**config.mk**
```make
export PLATFORM = sky130hd
export DESIGN_NAME = c_subset_lexer
export DESIGN_NICKNAME = d
export VERILOG_FILES = /design/src/design/csl_pkg.sv /design/src/design/csl_queue.sv /design/src/design/c_subset_lexer.sv
export SDC_FILE = /design/constraint.sdc
export NUM_CORES = 2
export LEC_CHECK = 0
export BUFFER_PORTS_ARGS = -buffer_cell sky130_fd_sc_hd__buf_2
export CORE_MARGIN = 3
export CORE_UTILIZATION = 35
export CTS_CLUSTER_DIAMETER = 40
export DETAILED_ROUTE_END_ITERATION = 8
export HOLD_SLACK_MARGIN = 0.15
export PLACE_DENSITY = 0.55
export SLEW_MARGIN = 20
export SYNTH_ARGS = -nofsm -noshare
export SYNTH_HDL_FRONTEND = slang
export SYNTH_HIERARCHICAL = 1
export SYNTH_SLANG_ARGS = --single-unit
```
**constraint.sdc**
```tcl
create_clock -name clk_i -period 10.5 [get_ports clk_i]
set_input_delay 2.1 -clock clk_i [delete_from_list [all_inputs] [get_ports clk_i]]
set_output_delay 2.1 -clock clk_i [all_outputs]
set_load 0.02 [all_outputs]
```
**src/design/csl_pkg.sv**
```systemverilog
// Package for the C subset lexer: item types, token codes, scan modes and
// character class and keyword lookup functions. No dependencies.
`timescale 1ns / 1ps
package csl_pkg;

  localparam int KEYWORD_MAX_CHARS_DEF = 8;
  localparam int POSITION_BITS_DEF     = 16;
  localparam int OFFSET_BITS_DEF       = 32;
  localparam int MAX_RES               = 3;
  localparam int QUEUE_DEPTH           = 4;
  localparam int QCNT_W                = $clog2(QUEUE_DEPTH + 1);
  localparam int NUM_KW                = 24;
  localparam logic [15:0] LEN_MAX      = 16'hFFFF;

  typedef enum logic [6:0] {
    TK_END = 7'd0, TK_KW_INT, TK_KW_CHAR, TK_KW_FLOAT, TK_KW_DOUBLE, TK_KW_VOID,
    TK_KW_LONG, TK_KW_SHORT, TK_KW_UNSIGNED, TK_KW_SIGNED, TK_KW_SIZE_T,
    TK_KW_BOOL, TK_KW_TRUE, TK_KW_FALSE, TK_KW_RETURN, TK_KW_IF, TK_KW_ELSE,
    TK_KW_WHILE, TK_KW_FOR, TK_KW_BREAK, TK_KW_CONTINUE, TK_KW_STRUCT,
    TK_KW_TYPEDEF, TK_KW_SIZEOF, TK_KW_NULL,
    TK_IDENT, TK_FLOAT_LIT, TK_NUMBER, TK_STRING, TK_UNKNOWN, TK_CHAR_LIT,
    TK_INC, TK_ADD_ASSIGN, TK_PLUS, TK_DEC, TK_SUB_ASSIGN, TK_ARROW, TK_MINUS,
    TK_MUL_ASSIGN, TK_STAR, TK_DIV_ASSIGN, TK_SLASH, TK_PERCENT, TK_EQ,
    TK_ASSIGN, TK_NE, TK_NOT, TK_LE, TK_SHL, TK_LT, TK_GE, TK_SHR, TK_GT,
    TK_LAND, TK_AMP, TK_LOR, TK_PIPE, TK_CARET, TK_TILDE, TK_LPAREN,
    TK_RPAREN, TK_LBRACE, TK_RBRACE, TK_LBRACKET, TK_RBRACKET, TK_SEMI,
    TK_COMMA, TK_DOT, TK_COLON, TK_QUESTION, TK_PREPROC
  } tok_kind_e;

  typedef enum logic [4:0] {
    M_IDLE, M_SLASH, M_LINE_CMT, M_BLOCK_CMT, M_IDENT, M_NUMBER, M_NUM_DOT,
    M_FLOAT, M_STRING, M_CHARLIT, M_PREPROC, M_OP
  } scan_mode_e;

  typedef struct packed {
    logic [7:0] src_byte;
    logic       end_of_source;
  } in_item_t;

  typedef struct packed {
    logic [6:0]  token_kind;
    logic [15:0] start_line;
    logic [15:0] start_col;
    logic [31:0] start_offset;
    logic [15:0] token_length;
    logic        comment_unclosed;
    logic        last_in_run;
  } out_item_t;

  typedef struct packed {
    logic       valid;
    logic [1:0] count;
  } push_t;

  // Keyword spellings, right aligned with zero padding in front.
  localparam logic [63:0] KW_TEXT [NUM_KW] = '{
    64'("int"), 64'("char"), 64'("float"), 64'("double"), 64'("void"),
    64'("long"), 64'("short"), 64'("unsigned"), 64'("signed"), 64'("size_t"),
    64'("bool"), 64'("true"), 64'("false"), 64'("return"), 64'("if"),
    64'("else"), 64'("while"), 64'("for"), 64'("break"), 64'("continue"),
    64'("struct"), 64'("typedef"), 64'("sizeof"), 64'("NULL")
  };
  localparam logic [3:0] KW_LEN [NUM_KW] = '{
    4'd3, 4'd4, 4'd5, 4'd6, 4'd4, 4'd4, 4'd5, 4'd8, 4'd6, 4'd6, 4'd4, 4'd4,
    4'd5, 4'd6, 4'd2, 4'd4, 4'd5, 4'd3, 4'd5, 4'd8, 4'd6, 4'd7, 4'd6, 4'd4
  };

  function automatic logic is_alpha(logic [7:0] c);
    return (c >= "a" && c <= "z") || (c >= "A" && c <= "Z");
  endfunction

  function automatic logic is_digit(logic [7:0] c);
    return c >= "0" && c <= "9";
  endfunction

  function automatic logic is_ident(logic [7:0] c);
    return is_alpha(c) || is_digit(c) || c == "_";
  endfunction

  function automatic logic is_space(logic [7:0] c);
    return c == " " || (c >= 8'd9 && c <= 8'd13);
  endfunction

  function automatic logic [15:0] len_sat(logic [15:0] l);
    return (l < LEN_MAX) ? l + 16'd1 : l;
  endfunction

  // Second character of a two-character operator; TK_END means no pair.
  function automatic tok_kind_e op_pair(logic [7:0] f, logic [7:0] s);
    tok_kind_e k;
    k = TK_END;
    unique case (f)
      "+": k = (s == "+") ? TK_INC : (s == "=") ? TK_ADD_ASSIGN : TK_END;
      "-": k = (s == "-") ? TK_DEC : (s == "=") ? TK_SUB_ASSIGN :
               (s == ">") ? TK_ARROW : TK_END;
      "*": k = (s == "=") ? TK_MUL_ASSIGN : TK_END;
      "=": k = (s == "=") ? TK_EQ : TK_END;
      "!": k = (s == "=") ? TK_NE : TK_END;
      "<": k = (s == "=") ? TK_LE : (s == "<") ? TK_SHL : TK_END;
      ">": k = (s == "=") ? TK_GE : (s == ">") ? TK_SHR : TK_END;
      "&": k = (s == "&") ? TK_LAND : TK_END;
      "|": k = (s == "|") ? TK_LOR : TK_END;
      default: k = TK_END;
    endcase
    return k;
  endfunction

  function automatic tok_kind_e op_single(logic [7:0] f);
    tok_kind_e k;
    unique case (f)
      "+": k = TK_PLUS;
      "-": k = TK_MINUS;
      "*": k = TK_STAR;
      "=": k = TK_ASSIGN;
      "!": k = TK_NOT;
      "<": k = TK_LT;
      ">": k = TK_GT;
      "&": k = TK_AMP;
      default: k = TK_PIPE;
    endcase
    return k;
  endfunction

  function automatic tok_kind_e punct_kind(logic [7:0] c);
    tok_kind_e k;
    unique case (c)
      "%": k = TK_PERCENT;
      "^": k = TK_CARET;
      "~": k = TK_TILDE;
      "(": k = TK_LPAREN;
      ")": k = TK_RPAREN;
      "{": k = TK_LBRACE;
      "}": k = TK_RBRACE;
      "[": k = TK_LBRACKET;
      "]": k = TK_RBRACKET;
      ";": k = TK_SEMI;
      ",": k = TK_COMMA;
      ".": k = TK_DOT;
      ":": k = TK_COLON;
      "?": k = TK_QUESTION;
      default: k = TK_UNKNOWN;
    endcase
    return k;
  endfunction

  // Packs the first len buffered characters right aligned and compares
  // against every keyword in parallel.
  function automatic tok_kind_e kw_lookup(logic [63:0] buf8, logic [15:0] len);
    logic [63:0] key;
    tok_kind_e   k;
    key = '0;
    k   = TK_IDENT;
    for (int i = 0; i < 8; i++) begin
      if (16'(i) < len) key = {key[55:0], buf8[8*i +: 8]};
    end
    for (int j = 0; j < NUM_KW; j++) begin
      if (len == 16'(KW_LEN[j]) && key == KW_TEXT[j]) k = tok_kind_e'(7'(j + 1));
    end
    return k;
  endfunction

  function automatic out_item_t mk_tok(tok_kind_e k, logic [31:0] ln, logic [31:0] cl,
                                       logic [63:0] off, logic [15:0] len, logic unc);
    out_item_t t;
    t.token_kind       = k;
    t.start_line       = ln[15:0];
    t.start_col        = cl[15:0];
    t.start_offset     = off[31:0];
    t.token_length     = len;
    t.comment_unclosed = unc;
    t.last_in_run      = 1'b0;
    return t;
  endfunction

endpackage

```
**src/design/csl_queue.sv**
```systemverilog
// Result queue for the C subset lexer: takes up to three tokens per cycle
// and hands them out one per cycle unless stalled. Depends on csl_pkg.
`timescale 1ns / 1ps
module csl_queue (
  input  logic                clk_i,
  input  logic                rst_ni,
  input  csl_pkg::push_t      push_i,
  input  csl_pkg::out_item_t  push_data_i [csl_pkg::MAX_RES],
  output logic                full_o,
  output logic                out_valid_o,
  input  logic                out_stall_i,
  output csl_pkg::out_item_t  out_data_o
);
  import csl_pkg::*;

  out_item_t          q_q [QUEUE_DEPTH];
  out_item_t          q_d [QUEUE_DEPTH];
  logic [QCNT_W-1:0]  cnt_q, cnt_d, base;
  logic               pop;

  assign out_valid_o = (cnt_q != '0);
  assign out_data_o  = q_q[0];
  assign pop         = out_valid_o && !out_stall_i;
  assign base        = cnt_q - QCNT_W'(pop);
  // Room must remain for the largest burst one request can cause.
  assign full_o      = (base > QCNT_W'(QUEUE_DEPTH - MAX_RES));

  // Shift out the head, then append the new tokens behind the survivors.
  always_comb begin
    logic [QCNT_W-1:0] rel;
    for (int i = 0; i < QUEUE_DEPTH; i++) begin
      rel    = QCNT_W'(i) - base;
      q_d[i] = (pop && i < QUEUE_DEPTH - 1) ? q_q[(i + 1) % QUEUE_DEPTH] : q_q[i];
      if (push_i.valid && QCNT_W'(i) >= base && rel < QCNT_W'(push_i.count)) begin
        q_d[i] = push_data_i[rel[1:0]];
      end
    end
    cnt_d = base + (push_i.valid ? QCNT_W'(push_i.count) : '0);
  end

  always_ff @(posedge clk_i or negedge rst_ni) begin
    if (!rst_ni) begin
      cnt_q <= '0;
    end else begin
      cnt_q <= cnt_d;
    end
  end

  always_ff @(posedge clk_i) begin
    q_q <= q_d;
  end

endmodule

```
**src/design/c_subset_lexer.sv**
```systemverilog
// Top level of the C subset lexer: scan state, token assembly and the
// result queue. Depends on csl_pkg and csl_queue.
`timescale 1ns / 1ps
// Streaming lexer for a subset of C. One source byte, or an end mark, is taken
// per cycle; each request is lexed in the cycle it is accepted and the tokens it
// completes (zero to three) go into a four-entry result queue that delivers one
// token per cycle unless stalled. Input stalls only while the queue cannot take
// a three-token burst, so runs of back-to-back single-character tokens beyond
// output bandwidth stall. A token is reported on its last byte if that byte
// closes it, else on the next byte or at the end mark, which also reports the
// end token with the unclosed-comment flag. No reset sweep is needed.
module c_subset_lexer #(
  parameter int KEYWORD_MAX_CHARS = csl_pkg::KEYWORD_MAX_CHARS_DEF,
  parameter int POSITION_BITS     = csl_pkg::POSITION_BITS_DEF,
  parameter int OFFSET_BITS       = csl_pkg::OFFSET_BITS_DEF
) (
  input  logic                clk_i,
  input  logic                rst_ni,
  input  logic                in_valid_i,
  output logic                in_stall_o,
  input  csl_pkg::in_item_t   in_data_i,
  output logic                out_valid_o,
  input  logic                out_stall_i,
  output csl_pkg::out_item_t  out_data_o
);
  import csl_pkg::*;

  localparam int WIW = $clog2(KEYWORD_MAX_CHARS);
  localparam logic [POSITION_BITS-1:0] POS_MAX = '1;

  scan_mode_e               mode_q, mode_d;
  logic [7:0]               pend_q, pend_d;
  logic [POSITION_BITS-1:0] line_q, line_d, col_q, col_d;
  logic [POSITION_BITS-1:0] tline_q, tline_d, tcol_q, tcol_d, dcol_q, dcol_d;
  logic [OFFSET_BITS-1:0]   off_q, off_d, toff_q, toff_d;
  logic [15:0]              tlen_q, tlen_d;
  logic                     esc_q, esc_d, star_q, star_d;
  logic [7:0]               wbuf_q [KEYWORD_MAX_CHARS];
  logic [7:0]               wbuf_d [KEYWORD_MAX_CHARS];

  out_item_t res [MAX_RES];
  logic [1:0] nres;
  logic       accept, full;
  push_t      push;

  assign in_stall_o = full;
  assign accept     = in_valid_i && !full;

  // Lex one request: state update and the tokens it completes, in order.
  always_comb begin
    logic [7:0]  c;
    logic        eos, do_flush, do_idle, unc;
    logic [63:0] buf8;
    tok_kind_e   k;
    c        = in_data_i.src_byte;
    eos      = in_data_i.end_of_source;
    do_flush = 1'b0;
    do_idle  = 1'b0;
    unc      = 1'b0;
    buf8     = '0;
    k        = TK_END;
    mode_d = mode_q; pend_d = pend_q; line_d = line_q; col_d = col_q;
    off_d = off_q; tline_d = tline_q; tcol_d = tcol_q; toff_d = toff_q;
    tlen_d = tlen_q; esc_d = esc_q; star_d = star_q; dcol_d = dcol_q;
    wbuf_d = wbuf_q;
    nres = 2'd0;
    for (int i = 0; i < MAX_RES; i++) res[i] = '0;
    for (int i = 0; i < 8; i++) buf8[8*i +: 8] = wbuf_q[i];

    if (eos) begin
      unc      = (mode_q == M_BLOCK_CMT);
      do_flush = 1'b1;
    end else begin
      unique case (mode_q)
        M_SLASH: begin
          if (c == "/") mode_d = M_LINE_CMT;
          else if (c == "*") begin
            mode_d = M_BLOCK_CMT;
            star_d = 1'b0;
          end else if (c == "=") begin
            tlen_d = 16'd2;
            res[0] = mk_tok(TK_DIV_ASSIGN, 32'(tline_q), 32'(tcol_q), 64'(toff_q),
                            16'd2, 1'b0);
            nres   = 2'd1;
            mode_d = M_IDLE;
          end else begin
            do_flush = 1'b1; do_idle = 1'b1;
          end
        end
        M_LINE_CMT: if (c == 8'h0A) mode_d = M_IDLE;
        M_BLOCK_CMT: begin
          if (star_q && c == "/") begin
            mode_d = M_IDLE;
            star_d = 1'b0;
          end else star_d = (c == "*");
        end
        M_IDENT: begin
          if (is_ident(c)) begin
            if (tlen_q < 16'(KEYWORD_MAX_CHARS)) wbuf_d[tlen_q[WIW-1:0]] = c;
            tlen_d = len_sat(tlen_q);
          end else begin
            do_flush = 1'b1; do_idle = 1'b1;
          end
        end
        M_NUMBER: begin
          if (is_digit(c)) tlen_d = len_sat(tlen_q);
          else if (c == ".") begin
            dcol_d = col_q;
            mode_d = M_NUM_DOT;
          end else begin
            do_flush = 1'b1; do_idle = 1'b1;
          end
        end
        M_NUM_DOT: begin
          if (is_digit(c)) begin
            tlen_d = len_sat(len_sat(tlen_q));
            mode_d = M_FLOAT;
          end else begin
            do_flush = 1'b1; do_idle = 1'b1;
          end
        end
        M_FLOAT: begin
          if (is_digit(c)) tlen_d = len_sat(tlen_q);
          else begin
            do_flush = 1'b1; do_idle = 1'b1;
          end
        end
        M_STRING, M_CHARLIT: begin
          priority if (esc_q) begin
            esc_d  = 1'b0;
            tlen_d = len_sat(tlen_q);
          end else if (c == 8'h5C) begin
            esc_d  = 1'b1;
            tlen_d = len_sat(tlen_q);
          end else if (mode_q == M_STRING && c == 8'h22) begin
            tlen_d = len_sat(tlen_q);
            res[0] = mk_tok(TK_STRING, 32'(tline_q), 32'(tcol_q), 64'(toff_q),
                            tlen_d, 1'b0);
            nres   = 2'd1;
            mode_d = M_IDLE;
          end else if (mode_q == M_CHARLIT && c == 8'h27) begin
            tlen_d = len_sat(tlen_q);
            res[0] = mk_tok(TK_CHAR_LIT, 32'(tline_q), 32'(tcol_q), 64'(toff_q),
                            tlen_d, 1'b0);
            nres   = 2'd1;
            mode_d = M_IDLE;
          end else if (mode_q == M_CHARLIT && c == 8'h0A) begin
            do_flush = 1'b1; do_idle = 1'b1;
          end else tlen_d = len_sat(tlen_q);
        end
        M_PREPROC: begin
          if (c == 8'h0A) begin
            do_flush = 1'b1; do_idle = 1'b1;
          end else tlen_d = len_sat(tlen_q);
        end
        M_OP: begin
          k = op_pair(pend_q, c);
          if (k != TK_END) begin
            tlen_d = 16'd2;
            res[0] = mk_tok(k, 32'(tline_q), 32'(tcol_q), 64'(toff_q), 16'd2, 1'b0);
            nres   = 2'd1;
            mode_d = M_IDLE;
          end else begin
            do_flush = 1'b1; do_idle = 1'b1;
          end
        end
        default: do_idle = 1'b1;
      endcase
    end

    // Report the token held in the old mode.
    if (do_flush) begin
      unique case (mode_q)
        M_SLASH:   k = TK_SLASH;
        M_IDENT:   k = (tlen_q > 16'(KEYWORD_MAX_CHARS)) ? TK_IDENT
                                                         : kw_lookup(buf8, tlen_q);
        M_NUMBER, M_NUM_DOT: k = TK_NUMBER;
        M_FLOAT:   k = TK_FLOAT_LIT;
        M_STRING, M_CHARLIT: k = TK_UNKNOWN;
        M_PREPROC: k = TK_PREPROC;
        M_OP:      k = op_single(pend_q);
        default:   k = TK_END;
      endcase
      if (k != TK_END) begin
        res[nres] = mk_tok(k, 32'(tline_q), 32'(tcol_q), 64'(toff_q), tlen_q, 1'b0);
        nres      = nres + 2'd1;
      end
      // A dot that found no digit after it becomes a token of its own.
      if (mode_q == M_NUM_DOT) begin
        res[nres] = mk_tok(TK_DOT, 32'(line_q), 32'(dcol_q),
                           64'(off_q - OFFSET_BITS'(1)), 16'd1, 1'b0);
        nres      = nres + 2'd1;
      end
      mode_d = M_IDLE;
    end

    // Lex the byte from the idle state.
    if (do_idle) begin
      mode_d = M_IDLE;
      if (!is_space(c)) begin
        if (c == "/" || is_alpha(c) || c == "_" || is_digit(c) || c == 8'h22 ||
            c == 8'h27 || c == "#" || op_pair(c, "=") != TK_END || c == "&" ||
            c == "|") begin
          tline_d = line_q;
          tcol_d  = col_q;
          toff_d  = off_q;
          tlen_d  = 16'd1;
          priority if (c == "/") mode_d = M_SLASH;
          else if (is_alpha(c) || c == "_") begin
            mode_d    = M_IDENT;
            wbuf_d[0] = c;
          end else if (is_digit(c)) mode_d = M_NUMBER;
          else if (c == 8'h22) begin
            mode_d = M_STRING;
            esc_d  = 1'b0;
          end else if (c == 8'h27) begin
            mode_d = M_CHARLIT;
            esc_d  = 1'b0;
          end else if (c == "#") mode_d = M_PREPROC;
          else begin
            mode_d = M_OP;
            pend_d = c;
          end
        end else begin
          res[nres] = mk_tok(punct_kind(c), 32'(line_q), 32'(col_q), 64'(off_q),
                             16'd1, 1'b0);
          nres      = nres + 2'd1;
        end
      end
    end

    if (eos) begin
      esc_d     = 1'b0;
      star_d    = 1'b0;
      mode_d    = M_IDLE;
      res[nres] = mk_tok(TK_END, 32'(line_q), 32'(col_q), 64'(off_q), 16'd0, unc);
      nres      = nres + 2'd1;
    end else begin
      // Advance the source position.
      off_d = off_q + OFFSET_BITS'(1);
      if (c == 8'h0A) begin
        if (line_q < POS_MAX) line_d = line_q + POSITION_BITS'(1);
        col_d = POSITION_BITS'(1);
      end else if (col_q < POS_MAX) begin
        col_d = col_q + POSITION_BITS'(1);
      end
    end

    if (nres != 2'd0) res[nres - 2'd1].last_in_run = 1'b1;
  end

  assign push.valid = accept && (nres != 2'd0);
  assign push.count = nres;

  always_ff @(posedge clk_i or negedge rst_ni) begin
    if (!rst_ni) begin
      mode_q  <= M_IDLE;
      pend_q  <= '0;
      line_q  <= POSITION_BITS'(1);
      col_q   <= POSITION_BITS'(1);
      off_q   <= '0;
      tline_q <= POSITION_BITS'(1);
      tcol_q  <= POSITION_BITS'(1);
      toff_q  <= '0;
      tlen_q  <= '0;
      esc_q   <= 1'b0;
      star_q  <= 1'b0;
      dcol_q  <= POSITION_BITS'(1);
    end else if (accept) begin
      mode_q  <= mode_d;
      pend_q  <= pend_d;
      line_q  <= line_d;
      col_q   <= col_d;
      off_q   <= off_d;
      tline_q <= tline_d;
      tcol_q  <= tcol_d;
      toff_q  <= toff_d;
      tlen_q  <= tlen_d;
      esc_q   <= esc_d;
      star_q  <= star_d;
      dcol_q  <= dcol_d;
    end
  end

  // Identifier prefix buffer; entries are only read after being written.
  always_ff @(posedge clk_i) begin
    if (accept) wbuf_q <= wbuf_d;
  end

  csl_queue u_queue (
    .clk_i       (clk_i),
    .rst_ni      (rst_ni),
    .push_i      (push),
    .push_data_i (res),
    .full_o      (full),
    .out_valid_o (out_valid_o),
    .out_stall_i (out_stall_i),
    .out_data_o  (out_data_o)
  );

endmodule
```
; Word-level counts from Yosys, hierarchy flattened
; Cells that the tools add are included.
[op_classes]
n_addsub = 17
n_lt_le_gt_ge = 47
eq_ne = 94
muxes = 228
n_bitwise = 18
reduce_logical = 90
[op_table]
columns = cell, count
row1 = 267-bit 2-to-1 mux, 9
row2 = 89-bit 2-to-1 mux, 20
row3 = 267-bit bitwise mux, 5
row4 = 89-bit demux with 2-bit select, 5
row5 = 64-bit 2-to-1 mux, 13
row6 = 89-bit binary-select mux with 2-bit select, 4
row7 = "64-bit by 31-bit equality test with 1-bit output, second input constant", 7
row8 = "64-bit by 47-bit equality test with 1-bit output, second input constant", 6
row9 = 87-bit 2-to-1 mux, 4
row10 = 16-bit 2-to-1 mux, 21
row11 = "64-bit by 39-bit equality test with 1-bit output, second input constant", 5
row12 = 89-bit one-hot mux with 3 select lines, 1
row13 = 88-bit 2-to-1 mux, 3
row14 = "8-bit by 6-bit equality test with 1-bit output, second input constant", 29
row15 = 7-bit 2-to-1 mux, 32
row16 = "64-bit by 23-bit equality test with 1-bit output, second input constant", 2
row17 = "64-bit by 63-bit equality test with 1-bit output, second input constant", 2
row18 = 16-bit one-hot mux with 7 select lines, 1
row19 = 7-bit one-hot mux with 14 select lines, 1
row20 = 5-bit 2-to-1 mux, 17
row21 = 6-bit 2-to-1 mux, 14
row22 = "8-bit by 7-bit equality test with 1-bit output, second input constant", 10
row23 = "16-bit by 1-bit adder with 16-bit output, second input constant", 4
row24 = 64-bit bitwise mux, 1
row25 = other kinds (75), 278
[totals]
regBits = 598
in_bits = 13
output_inout_bits = 91
word_cells = 543

; Logic depth before layout (Yosys ltp)
[logic_depth]
word_depth = 65
mapped_depth = 29
mapped_depth_nobuf = 23

; Cells and area by module
; Netlist, hierarchy kept.
[modules_own_cells]
columns = mod, instances, cells_per_inst, area_per_inst_um2, seq_area_each_um2
row1 = c_subset_lexer, 1, 3000, 22591.7, 6282.3
row2 = csl_queue, 1, 1921, 22172.5, 10765.3

; Worst setup path before layout
; No wires, ideal clock.
[synth_timing]
kind = input -> register
from = input in_data_i[7] (netlist bit)
to = register u_queue/q_q[0] (netlist bit) (enable)
setup_ns = 0.647
arrival_time_ns = 12.905
required_time_ns = 9.853
setup_slack_ns = -3.051
path_stages = 23
path_buffers = 4
cell_sequence = clkbuf_1 > or4b_1 > nor3_2 > o21ai_0 > or3_1 > clkbuf_1 > a31oi_1 > clkbuf_1 > buf_1 > ha_1 > xnor2_1 > o21ai_0 > ha_1 > mux2i_1 > inv_1 > ha_1 > nand2_1 > o21ai_0 > inv_1 > inv_1 > ha_1 > a21oi_1 > nor3_1
[synth_via]
elab_chain_len = 27
word_cells_on_any_way = 113
cone_classes = add/sub (4) / order compare (9) / eq/ne (18) / mux (56) / reduce/logical (26)
[synth_rtl]
columns = item, line
row1 = "start, declared", c_subset_lexer.sv:21  ; input csl_pkg::in_item_t in_data_i,
row2 = 8-bit by 6-bit equality test with 1-bit output, "csl_pkg.sv:92, csl_pkg.sv:95, csl_pkg.sv:100"
row3 = 6-bit 2-to-1 mux, csl_pkg.sv:95  ; (s == ">") ? TK_ARROW : TK_END;
row4 = 6-bit 2-to-1 mux (2 in series), csl_pkg.sv:94  ; "-": k = (s == "-") ? TK_DEC : (s == "=") ? TK_SUB_ASSIGN :
row5 = 6-bit one-hot mux with 9 select lines, csl_pkg.sv:92  ; unique case (f)
row6 = 7-bit 2-to-1 mux, c_subset_lexer.sv:74  ; unique case (mode_q)
row7 = 7-bit 2-to-1 mux, c_subset_lexer.sv:70  ; if (eos) begin
row8 = 7-bit nonzero test, c_subset_lexer.sv:158  ; if (k != TK_END) begin
row9 = 1-bit 2-to-1 mux, c_subset_lexer.sv:158
row10 = (+9 left out), -
row11 = 2-bit 2-to-1 mux, c_subset_lexer.sv:201  ; if (c == "/" || is_alpha(c) || c == "_" || is_digit(c) || c == 8'h22 ||
row12 = 2-bit 2-to-1 mux, c_subset_lexer.sv:200  ; if (!is_space(c)) begin
row13 = 2-bit 2-to-1 mux (*), c_subset_lexer.sv:198  ; if (do_idle) begin
row14 = 2-bit by 1-bit adder with 2-bit output, c_subset_lexer.sv:237  ; nres = nres + 2'd1;
row15 = 2-bit 2-to-1 mux (*), c_subset_lexer.sv:232  ; if (eos) begin
row16 = net nres[1], c_subset_lexer.sv:42  ; logic [1:0] nres;
row17 = "parallel branches: the longest is 3 deep, another holds 3-bit by 2-bit < comparator with 1-bit output", -
row18 = 1-bit logical AND (*), csl_queue.sv:34  ; if (push_i.valid && QCNT_W'(i) >= base && rel < QCNT_W'(push_i.count)) begin
row19 = "end signal, assigned", csl_queue.sv:50  ; q_q <= q_d;
row20 = "end, declared", csl_queue.sv:16  ; out_item_t q_q [QUEUE_DEPTH];
; Mark *: on every way through the listed nets, which the timed path passes. The select of a mux whose other input is x is not followed.
; A chain may end at the register's enable or synchronous reset.

; Final worst setup path
[layout_timing]
from = input in_data_i[5] (netlist bit)
to = register u_queue/q_q[195] (netlist bit) (enable)
[layout_via]
elab_chain_len = 28
word_cells_on_any_way = 114
cone_classes = add/sub (4) / order compare (9) / eq/ne (18) / mux (56) / reduce/logical (27)
[layout_rtl]
columns = item, line
row1 = 8-bit by 6-bit equality test with 1-bit output, "csl_pkg.sv:92, csl_pkg.sv:95, csl_pkg.sv:100"
row2 = 6-bit 2-to-1 mux, csl_pkg.sv:95
row3 = 6-bit 2-to-1 mux (2 in series), csl_pkg.sv:94
row4 = 6-bit one-hot mux with 9 select lines, csl_pkg.sv:92
row5 = 7-bit 2-to-1 mux, c_subset_lexer.sv:74
row6 = 7-bit 2-to-1 mux, c_subset_lexer.sv:70
row7 = 7-bit nonzero test, c_subset_lexer.sv:158
row8 = 1-bit 2-to-1 mux, c_subset_lexer.sv:158
row9 = (+10 left out), -
row10 = 2-bit 2-to-1 mux, c_subset_lexer.sv:200
row11 = 2-bit 2-to-1 mux (*), c_subset_lexer.sv:198
row12 = 2-bit by 1-bit adder with 2-bit output, c_subset_lexer.sv:237
row13 = 2-bit 2-to-1 mux (*), c_subset_lexer.sv:232
row14 = net nres[1], c_subset_lexer.sv:42
row15 = "parallel branches: the longest is 3 deep, another holds 3-bit by 2-bit < comparator with 1-bit output", -
row16 = 1-bit logical AND (*), csl_queue.sv:34
row17 = 2-bit nonzero test (no line) (*), -
; Marks and branches as above.

==> metrics.txt <==
# TYPE chip_impl_metric gauge
chip_impl_metric{name="cts_max_path_buffers",unit=""} 3
chip_impl_info{name="critPathMostFrequentCell",value="sky130_fd_sc_hd__ha_1"} 1
chip_impl_info{name="grt_most_used_layer",value="met2"} 1
chip_impl_metric{name="worst_path_max_fanout",unit=""} 43
chip_impl_metric{name="cp_slowest_stage_delay",unit="ns"} 0.78
chip_impl_info{name="min_delay_startpoint",value="tline_q[1]"} 1
chip_impl_metric{name="final_replace_weighted_congestion",unit=""} 0.9887
chip_impl_metric{name="max_cap_check_violation_count",unit=""} 0
chip_impl_info{name="rsz_0062_raised_after_global_routing",value="false"} 1
chip_impl_metric{name="cts_made_buffers",unit=""} 103
chip_impl_metric{name="synth-seq-cells",unit=""} 597
chip_impl_metric{name="wire_length_per_cell",unit="microns"} 25.60
chip_impl_metric{name="grtUsageMet3",unit=""} 0.03802
chip_impl_metric{name="timing.final.max_slew_violations",unit=""} 0
chip_impl_metric{name="detailedRoute.firstIterationViolations",unit=""} 4279
chip_impl_metric{name="share_of_cells_above_drive_strength_1",unit=""} 0.1466
chip_impl_metric{name="via_count_of_the_first_global_routing_pass",unit=""} 38630
chip_impl_metric{name="total_wirelength_of_the_detailed_routed_design",unit="mm"} 167.4
chip_impl_metric{name="yosysTopAreaCellShare",unit=""} 0.2817
chip_impl_metric{name="antenna_violations_before_repair",unit=""} 3
chip_impl_info{name="critPathTopFamily",value="simple AND/OR/NAND/NOR gates"} 1
chip_impl_metric{name="dr_total_vias",unit=""} 40080
chip_impl_info{name="cpMaxStageDelayCell",value="sky130_fd_sc_hd__or4b_1"} 1
chip_impl_metric{name="finish.net_count",unit=""} 4841
chip_impl_metric{name="synth-edff-count",unit=""} 420
chip_impl_metric{name="yosysUniqueCellTypes",unit=""} 110
chip_impl_metric{name="track_usage",unit=""} 0.2462
chip_impl_metric{name="final.period_utilization",unit=""} 0.7663
chip_impl_metric{name="post_cts_resize_count",unit=""} 0
chip_impl_metric{name="floorplan.io_pins",unit=""} 104
chip_impl_metric{name="timing.reg2reg.setup_slack",unit="ns"} 2.70
chip_impl_metric{name="timing.final.setup_violations",unit=""} 0
chip_impl_metric{name="postCtsHoldBufs",unit=""} 0
chip_impl_metric{name="insertedDiodeCount",unit=""} 0
chip_impl_info{name="synth_most_common_cell",value="sky130_fd_sc_hd__nand2_1"} 1
chip_impl_metric{name="dieArea",unit="sq um"} 132200
chip_impl_info{name="tritoncts_clock_tree",value="built"} 1
chip_impl_metric{name="grt_start_max_net_pins",unit=""} 179
chip_impl_metric{name="static-leakage-power",unit="uW"} 0.01843
chip_impl_metric{name="cp.buffers_inverters",unit=""} 6
chip_impl_info{name="holdCritPathClass",value="register to register"} 1
chip_impl_info{name="worst_setup_path_start_kind",value="input pin"} 1
chip_impl_info{name="critical_path.reg2reg.endpoint",value="u_queue/out_data_o[83]"} 1
chip_impl_info{name="worstReg2RegStart",value="tlen_q[9]"} 1
chip_impl_metric{name="drc_errors",unit=""} 0
chip_impl_info{name="ys.flop_type",value="sky130_fd_sc_hd__edfxtp_1"} 1
chip_impl_metric{name="h-tree-depth",unit=""} 3
chip_impl_metric{name="post_synth.cell_area_avg",unit="sq um"} 9.097
chip_impl_metric{name="timing.setup.tns",unit="ns"} 0
chip_impl_info{name="synthDominantAreaCellType",value="sky130_fd_sc_hd__edfxtp_1"} 1
chip_impl_metric{name="chipHeight",unit="microns"} 363.6
chip_impl_metric{name="placementRows",unit=""} 130
chip_impl_metric{name="max_slew.worst_pin.slew",unit="ns"} 1.154
chip_impl_metric{name="clk_transition_reported_paths",unit="ns"} 0.05
chip_impl_metric{name="syn-instance-count",unit=""} 4921
chip_impl_metric{name="period_needed",unit="ns"} 8.046
chip_impl_metric{name="globalRoute.totalOverflow",unit=""} 0
chip_impl_metric{name="route.antenna.remaining_nets",unit=""} 0
chip_impl_metric{name="clkLatencyLatePin",unit="ns"} 0.72
chip_impl_info{name="timing.critical_path.cells",value="buf_2 > or4b_1 > nor3_1 > nand2b_1 > a311oi_1 > o41ai_1 > buf_4 > a31oi_4 > ha_1 > xnor2_1 > o21ai_0 > ha_1 > mux2i_1 > inv_1 > ha_1 > nand2_1 > o21ai_0 > inv_1 > inv_1 > ha_1 > a2111oi_4 > or2_4 > buf_12"} 1
chip_impl_info{name="clockRootBuffer",value="sky130_fd_sc_hd__clkbuf_16"} 1
chip_impl_info{name="hold_end",value="tline_q[1]"} 1
chip_impl_metric{name="finalHoldViolations",unit=""} 0
chip_impl_metric{name="floorplan.initialDensity",unit=""} 0.3546
chip_impl_metric{name="core-area",unit="sq um"} 126200
chip_impl_metric{name="powerDensity",unit="nW/um^2"} 286.0
chip_impl_metric{name="firstDrtPassIters",unit=""} 6
chip_impl_metric{name="yosys_warnings",unit=""} 6
chip_impl_metric{name="filler_cells_inserted",unit=""} 12510
chip_impl_info{name="worstSetupEndpointType",value="register"} 1
chip_impl_metric{name="final.setup_skew",unit="ns"} 0.05881
chip_impl_metric{name="finalPower",unit="uW"} 14270
chip_impl_info{name="ys_top_cells_by_count",value="528 x sky130_fd_sc_hd__nand2_1, 420 x sky130_fd_sc_hd__edfxtp_1, 401 x sky130_fd_sc_hd__nor2_1"} 1
chip_impl_metric{name="post-dp-hpwl",unit="mm"} 107.8
chip_impl_metric{name="post-cts-setup-buffer-count",unit=""} 0
chip_impl_metric{name="worst_ir_drop_vdd",unit="V"} 0.0004074
chip_impl_metric{name="wp_data_arrival",unit="ns"} 8.38
chip_impl_info{name="outcome",value="completed"} 1
chip_impl_info{name="worst-setup-path-type",value="input pin to register"} 1
chip_impl_metric{name="synth-async-reset-ratio",unit=""} 0.2965
chip_impl_metric{name="grt_pass1_wl",unit="mm"} 250.6
chip_impl_metric{name="part_of_the_yosys_area_used_for_sequential_elements",unit=""} 0.3808
chip_impl_metric{name="detail_route.vias_per_cell",unit=""} 6.128
chip_impl_metric{name="gr-usage-met2",unit=""} 0.3933
chip_impl_metric{name="worst-endpoint-required",unit="ns"} 10.83
chip_impl_metric{name="relSlewSlack",unit=""} 0.2236
chip_impl_metric{name="relative_area_change_from_synthesis_to_final_layout",unit="%"} 11.44
chip_impl_metric{name="tritoncts_sink_count",unit=""} 597
chip_impl_metric{name="maximum_clock_frequency",unit="GHz"} 0.1243
chip_impl_info{name="yosys-top-cells-area",value="sky130_fd_sc_hd__edfxtp_1 28%, sky130_fd_sc_hd__dfrtp_1 9.6%, sky130_fd_sc_hd__mux2i_1 8.4%"} 1
chip_impl_metric{name="syn_area",unit="sq um"} 44760
chip_impl_metric{name="buffer_ports.inserted",unit=""} 103
chip_impl_metric{name="rr_worst_depth",unit=""} 16
chip_impl_metric{name="worst_hold_path.num_cells",unit=""} 1
chip_impl_metric{name="critical_path_depth",unit=""} 23
chip_impl_metric{name="grt_util_met1",unit=""} 0.3310
chip_impl_metric{name="dieWidth",unit="microns"} 363.6
## per-stage QoR
step | instances | hold slack (ns) | setup WS, ns | cell area, sq um | util
global placement | 6344 | 0.4847 | 1.895 | 46180 | 0.3659
floorplan | 5025 | 0.4621 | 1.042 | 45170 | -
global route | 6541 | 0.5124 | 2.024 | 49890 | 0.3952
CTS | 6540 | 0.5074 | 2.530 | 49880 | 0.3952
finish | 6541 | 0.5058 | 2.454 | 49890 | 0.3952
detailed placement | 6344 | 0.4952 | 1.834 | 46180 | 0.3659
## worst max path at each step
stage          slack [ns]          endpoint         start
5_1_grt              2.02  u_queue/q_q[214]  in_data_i[5]
6_report             2.45  u_queue/q_q[195]  in_data_i[5]
3_3_place_gp         1.89  u_queue/q_q[190]  in_data_i[5]
3_5_place_dp         1.83  u_queue/q_q[191]  in_data_i[5]
4_1_cts              2.53  u_queue/q_q[195]  in_data_i[5]
2_1_floorplan        1.04    u_queue/q_q[0]  in_data_i[7]
## cells by family (layout without fill, tap and decap cells)
group / Yosys count / after routing / synth area share
AOI/OAI and AO/OA: 1324 / 1324 / 0.1980
xor gates and xnor gates: 83 / 83 / 0.01641
adders and majority gates: 29 / 29 / 0.008218
buffers and inverters: 575 / 441 / 0.06141
DFF: 597 / 597 / 0.3808
muxes: 652 / 652 / 0.1535
other: 1 / 105 / 0.00008377
and+or+nand+nor: 1660 / 1660 / 0.1815
## power by group
part	leakage, uW	total (uW)	switching (uW)	internal (uW)
logic	0.0102	7260	5070	2190
clock network	0.00180	3570	1300	2270
registers	0.00643	3430	328	3110
total	0.0184	14300	6700	7570
## metal layers
layer	wire, microns	part of all wire	vias to the layer above
met5	29	0.00017	-
met4	6584	0.039	4
met3	12700	0.076	419
met2	76270	0.46	1939
met1	71850	0.43	19580
li1	-	-	18140
## state kept, by name (all words and copies together) (netlist names), 16 cells and up, named ones only
name                cells
col_q                  16
dcol_q                 16
line_q                 16
toff_q                 32
u_queue/q_q           267
tline_q                16
u_queue/out_data_o     89
tcol_q                 16
off_q                  32
tlen_q                 16
## worst reg2reg max path: stages, from the launching register on
cell and delay (ns):
sky130_fd_sc_hd__dfrtp_1 0.49, sky130_fd_sc_hd__or4_1 0.80, sky130_fd_sc_hd__nor4_4 0.87, sky130_fd_sc_hd__nand2_1 0.77, sky130_fd_sc_hd__nor2_1 0.45, sky130_fd_sc_hd__a21oi_1 0.19
sky130_fd_sc_hd__o21ai_1 0.53, sky130_fd_sc_hd__nand4b_4 0.33, sky130_fd_sc_hd__nor4_1 0.85, sky130_fd_sc_hd__nand3_1 0.29, sky130_fd_sc_hd__o41ai_2 0.48, sky130_fd_sc_hd__nor2_1 0.09
sky130_fd_sc_hd__and4_1 0.34, sky130_fd_sc_hd__a2111oi_2 0.67, sky130_fd_sc_hd__mux2i_1 0.19, sky130_fd_sc_hd__o2bb2ai_1 0.21, sky130_fd_sc_hd__mux2_1 0.16
## layout make-up
class / count / area, sq um / area share
Multi-Input combinational cell: 3853 / 25540 / 0.5120
Sequential cell: 597 / 17050 / 0.3417
Clock buffer: 133 / 2867 / 0.05746
Tap cell: 1650 / 2064 / 0.04138
Timing Repair Buffer: 192 / 1330 / 0.02666
Clock inverter: 63 / 830.8 / 0.01665
Inverter: 53 / 205.2 / 0.004113
## cells in the final DEF, fill, tap and decap left out, types with 19 or more instances in the layout
cell type	n
sky130_fd_sc_hd__a211oi_1	21
sky130_fd_sc_hd__a21oi_1	219
sky130_fd_sc_hd__a22o_1	36
sky130_fd_sc_hd__a22oi_1	110
sky130_fd_sc_hd__a31oi_1	26
sky130_fd_sc_hd__and2_1	47
sky130_fd_sc_hd__and3_1	43
sky130_fd_sc_hd__buf_2	102
sky130_fd_sc_hd__buf_4	77
sky130_fd_sc_hd__clkbuf_16	108
sky130_fd_sc_hd__conb_1	105
sky130_fd_sc_hd__dfrtp_1	172
sky130_fd_sc_hd__edfxtp_1	420
sky130_fd_sc_hd__ha_1	24
sky130_fd_sc_hd__inv_1	50
sky130_fd_sc_hd__mux2_1	19
sky130_fd_sc_hd__mux2_2	258
sky130_fd_sc_hd__mux2i_1	375
sky130_fd_sc_hd__nand2_1	525
sky130_fd_sc_hd__nand2b_1	50
sky130_fd_sc_hd__nand3_1	121
sky130_fd_sc_hd__nand4_1	71
sky130_fd_sc_hd__nor2_1	396
sky130_fd_sc_hd__nor2b_1	41
sky130_fd_sc_hd__nor3_1	95
sky130_fd_sc_hd__nor4_1	65
sky130_fd_sc_hd__o211ai_1	23
sky130_fd_sc_hd__o21ai_0	389
sky130_fd_sc_hd__o22a_1	79
sky130_fd_sc_hd__o22ai_1	93
sky130_fd_sc_hd__o2bb2ai_1	95
sky130_fd_sc_hd__o31ai_1	43
sky130_fd_sc_hd__or2_2	20
sky130_fd_sc_hd__or3_1	41
sky130_fd_sc_hd__or4_1	20
sky130_fd_sc_hd__xnor2_1	53
sky130_fd_sc_hd__xor2_1	29
Note: power is estimated with default switching activity, not from simulation.
